==> config.mk <==
export PLATFORM = sky130hd
export DESIGN_NAME = gha_ctrl
export DESIGN_NICKNAME = d
export VERILOG_FILES = /design/src/hw/rtl/gha_pkg.sv /design/src/hw/rtl/gha_ctrl.sv
export SDC_FILE = /design/constraint.sdc
export NUM_CORES = 1
export LEC_CHECK = 0
export ABC_CLOCK_PERIOD_IN_PS = 1000
export BUFFER_PORTS_ARGS = -buffer_cell sky130_fd_sc_hd__buf_2
export CAP_MARGIN = 20
export CORE_AREA = 2 2 39 41
export CTS_CLUSTER_SIZE = 12
export DETAILED_ROUTE_END_ITERATION = 10
export DIE_AREA = 0 0 41 43
export PLACE_DENSITY = 0.4
export SLEW_MARGIN = 20
export SYNTH_ARGS = -nofsm -noshare
export SYNTH_HDL_FRONTEND = slang
export SYNTH_SLANG_ARGS = --single-unit
==> constraint.sdc <==
create_clock -name clk -period 1 [get_ports clk]
set_input_delay 0.2 -clock clk [delete_from_list [all_inputs] [get_ports clk]]
set_output_delay 0.2 -clock clk [all_outputs]
set_load 0.05 [all_outputs]
==> src/hw/rtl/gha_pkg.sv <==
`timescale 1ns / 1ps
`default_nettype none
// ----------------------------------------------------------------------------
// Generational handle allocator package
// Operation and status codes, fixed field widths and the command and status
// bundles between the controller and the datapath.
// ----------------------------------------------------------------------------
package gha_pkg;

	// fixed port field widths
	localparam int OP_W     = 2;
	localparam int ID_FW    = 10;
	localparam int GEN_FW   = 16;
	localparam int STATUS_W = 2;

	// operation codes
	localparam logic [OP_W-1:0] OP_CREATE  = 2'd0;
	localparam logic [OP_W-1:0] OP_DESTROY = 2'd1;
	localparam logic [OP_W-1:0] OP_CHECK   = 2'd2;

	// result status codes
	localparam logic [STATUS_W-1:0] ST_OK   = 2'd0;
	localparam logic [STATUS_W-1:0] ST_BAD  = 2'd1;
	localparam logic [STATUS_W-1:0] ST_FULL = 2'd2;

	// controller -> datapath commands
	typedef struct packed {
		logic capture;  // latch the incoming item
		logic pop_rd;   // read the top of the free stack
		logic tbl_rd;   // read the generation table
		logic commit;   // write state back and load the result register
	} gha_cmd_t;

	// datapath -> controller status
	typedef struct packed {
		logic in_pop;   // incoming item is a create served from the free stack
		logic out_free; // result register can take a new item this cycle
	} gha_stat_t;

endpackage : gha_pkg
`default_nettype wire

==> src/hw/rtl/gha_ctrl.sv <==
`timescale 1ns / 1ps
`default_nettype none
// ----------------------------------------------------------------------------
// Allocator controller
// Sequences one item through a free stack read (recycling creates only), table read and commit.
// ----------------------------------------------------------------------------
module gha_ctrl (
	input  wire logic               clk,
	input  wire logic               arst_n,
	input  wire logic               in_valid,
	output logic                    in_stall,
	input  wire gha_pkg::gha_stat_t stat,
	output gha_pkg::gha_cmd_t       cmd
);
	import gha_pkg::*;

	localparam logic [1:0] S_IDLE = 2'd0;
	localparam logic [1:0] S_POP  = 2'd1;
	localparam logic [1:0] S_TRD  = 2'd2;
	localparam logic [1:0] S_EXE  = 2'd3;

	logic [1:0] state_q;
	logic [1:0] state_d;

	// next state and commands
	always_comb begin
		state_d = state_q;
		cmd     = '0;
		case (state_q)
			S_IDLE: begin
				if (in_valid) begin
					cmd.capture = 1'b1;
					state_d     = stat.in_pop ? S_POP : S_TRD;
				end
			end
			S_POP: begin
				cmd.pop_rd = 1'b1;
				state_d    = S_TRD;
			end
			S_TRD: begin
				cmd.tbl_rd = 1'b1;
				state_d    = S_EXE;
			end
			S_EXE: begin
				if (stat.out_free) begin
					cmd.commit = 1'b1;
					state_d    = S_IDLE;
				end
			end
			default: begin
				state_d = S_IDLE;
			end
		endcase
	end

	assign in_stall = (state_q != S_IDLE);

	always_ff @(posedge clk or negedge arst_n) begin
		if (!arst_n) begin
			state_q <= S_IDLE;
		end else begin
			state_q <= state_d;
		end
	end

endmodule : gha_ctrl
`default_nettype wire

==> metrics <==
buffer depth of the longest clock path 2; RSZ-0062 raised after global routing yes; busiest layer in global routing met2; Core Rows 14; layout cell share with drive strength beyond 1 73.0%; routed vias/inst 3.68; Yosys reg bits 2; clock latency on the worst-skew pair 0.22 ns; Die W 41 um; initial antenna violation count 0; max reg flops 2; fmax 0.737 GHz; critical-path cell list inv_2, ha_4, and2_4, buf_8; MaxCap Viol Count 0; CTS clk-pin slew, worst paths 0.03 ns; total gr overflow 0; total CTS buffers 3; met1 usage 4.81%; post-route minimum period 1.36 ns; CTS Sinks 2; PnR worst setup slack -0.357 ns; Warnings, synthesis 0; Largest Register state_q; vias in the first global route 209; chip height roughly 43 um; slew margin rel. 90.1%; Final Hold Fails 0; CTS tree done; GRT Total Usage about 7%; Critical Path Fanout Max 4; Synth-to-Final Area Change 111%; die area 0.00176 sq mm; Final ANT Viol Nets 0; GP Congestion roughly 0.64; met3 GRT Util 3.14%; CP max stage delay 0.40 ns; final net count 49; outcome finished with violations; CTS root buffer clkbuf_4; Critical Path End Type output pin; via count 195; LEAKAGE 0.193 nW; drt total wl 466 um; Required @ worst endpoint 0.80 ns; cell area power density 3770 mW/mm^2; Top Registers state_q x2; drt pass-1 iters 1; Worst Skew 0.000361 ns; pre-CTS setup slack -0.246 ns; Seq/Total Area, Yosys 25.3%; Hold Path Class in2async; critical path's slowest cell dfrtp_1; Crit Path Class reg2out; startpoint class of the critical path flip-flop; largest net degree at the start of global routing 5; I/O Pins 10; library cells used by synthesis 7; # diodes 0; Max H-tree Level 1; endpoint arrival time on the critical path 1.16 ns; failing checks negative setup slack; final slew viol count 0; VDD IR max 1430 uV; register area 50.0 sq um; Avg Cell Area, Syn around 10 sq um; grt met2 use 11.3%; fillers between 150 and 200; WHS 0.292 ns; cells after synthesis 19; slew at the pin closest to its max-slew limit 0.144 ns; initial cell density of the core 14.3%; multi-input logic area 170 sq um; # setup viols final 7; net count after synthesis 29; WL/cell 8.79 um; Tot Pwr 1.57 mW; DP HPWL 360 um; synthesized cell area 198 sq um; fin crit share 136%; DRC Markers 0; port bufs 9; area of the core 0.00138 sq mm; first-pass GRT wire length 724 um; initial DRC count 0
cells in the mapped netlist:
| library cell | n | area [sq um] |
|---|---|---|
| ha_1 | 5 | 62.6 |
| inv_1 | 5 | 18.8 |
| mux2i_1 | 4 | 40.0 |
| dfrtp_1 | 2 | 50.1 |
| and2_1 | 1 | 6.26 |
| and2_2 | 1 | 7.51 |
| o22ai_2 | 1 | 12.5 |
through the flow:
stage                     instances  utilization (%)  TNS, ns  area (sq um)
after floorplan                  19                -    -1.22           224
after global placement           47             22.5    -1.24           312
after detailed placement         47             22.5    -1.34           312
after CTS                        51             27.7    -2.26           383
after global routing             53             30.1    -2.54           417
final                            53             30.1    -2.05           417
report_power, final:
group | internal (mW) | leakage [nW] | switching (mW) | total, mW
clock | 0.132 | 0.0138 | 0.0464 | 0.179
sequential | 0.127 | 0.0240 | 0.0429 | 0.169
combinational | 0.569 | 0.155 | 0.654 | 1.22
total | 0.828 | 0.193 | 0.744 | 1.57
repair_timing:
item | 4_1_cts | 5_1_grt
gates resized for setup | 13 | 4
gates cloned | 0 | 0
pin swaps | 2 | 2
setup buffers | 0 | 2
endpoints found under the setup margin | 7 | 7
hold buffers | 1 | 0
endpoints found under the hold margin | 2 | 0
routing by layer:
metal | vias up | share of wire, %
met1 | 93 | 33
met4 | 0 | 0
met3 | 0 | 6.4
met5 | - | 0
li1 | 95 | -
met2 | 7 | 60
cells by family after synthesis:
family          count (synthesis)  share of synthesized area, %
simple gates                    2                          6.97
buf+inv                         5                          9.49
compound gates                  1                          6.33
flops                           2                          25.3
mux                             4                          20.3
fa+ha+maj                       5                          31.6
path summary, 6_finish.rpt:
kind	from	end	slack [ns]	depth (start not counted)
min	arst_n	state_q[1]	0.29	2
min reg2reg	state_q[0]	state_q[0]	0.65	2
max	state_q[0]	cmd[3]	-0.36	4
max reg2reg	state_q[0]	state_q[0]	-0.20	5
max in group asynchronous	arst_n	state_q[0]	0.61	2
min in group clk	stat[1]	state_q[0]	0.33	3
placed cells by master, fill, tap and decap left out, drive strengths merged:
cell / synthesis / final
clkinvlp: 0 / 1
clkbuf: 0 / 3
and2: 2 / 2
mux2i: 4 / 4
inv: 5 / 4
buf: 0 / 14
dfrtp: 2 / 2
ha: 5 / 5
dlygate4sd3: 0 / 1
o22ai: 1 / 1
worst max-delay path, delay by kind of cell, from the launching register on:
family | cells | cell delay [ns]
flip-flops | 1 | 0.40
buffers and inverters | 2 | 0.24
adder cells (fa/ha/maj) | 1 | 0.15
AND/OR/NAND/NOR | 1 | 0.14
area by class of cell:
type                    count  share of cell area [%]
multi-input cells          12                    40.8
flip-flops and latches      2                    12.0
repair buffers             15                    31.5
clock buffers               3                    5.41
inverters                   5                    5.41
well taps                  16                    4.80
No activity file was read; power rests on OpenSTA's default activity.
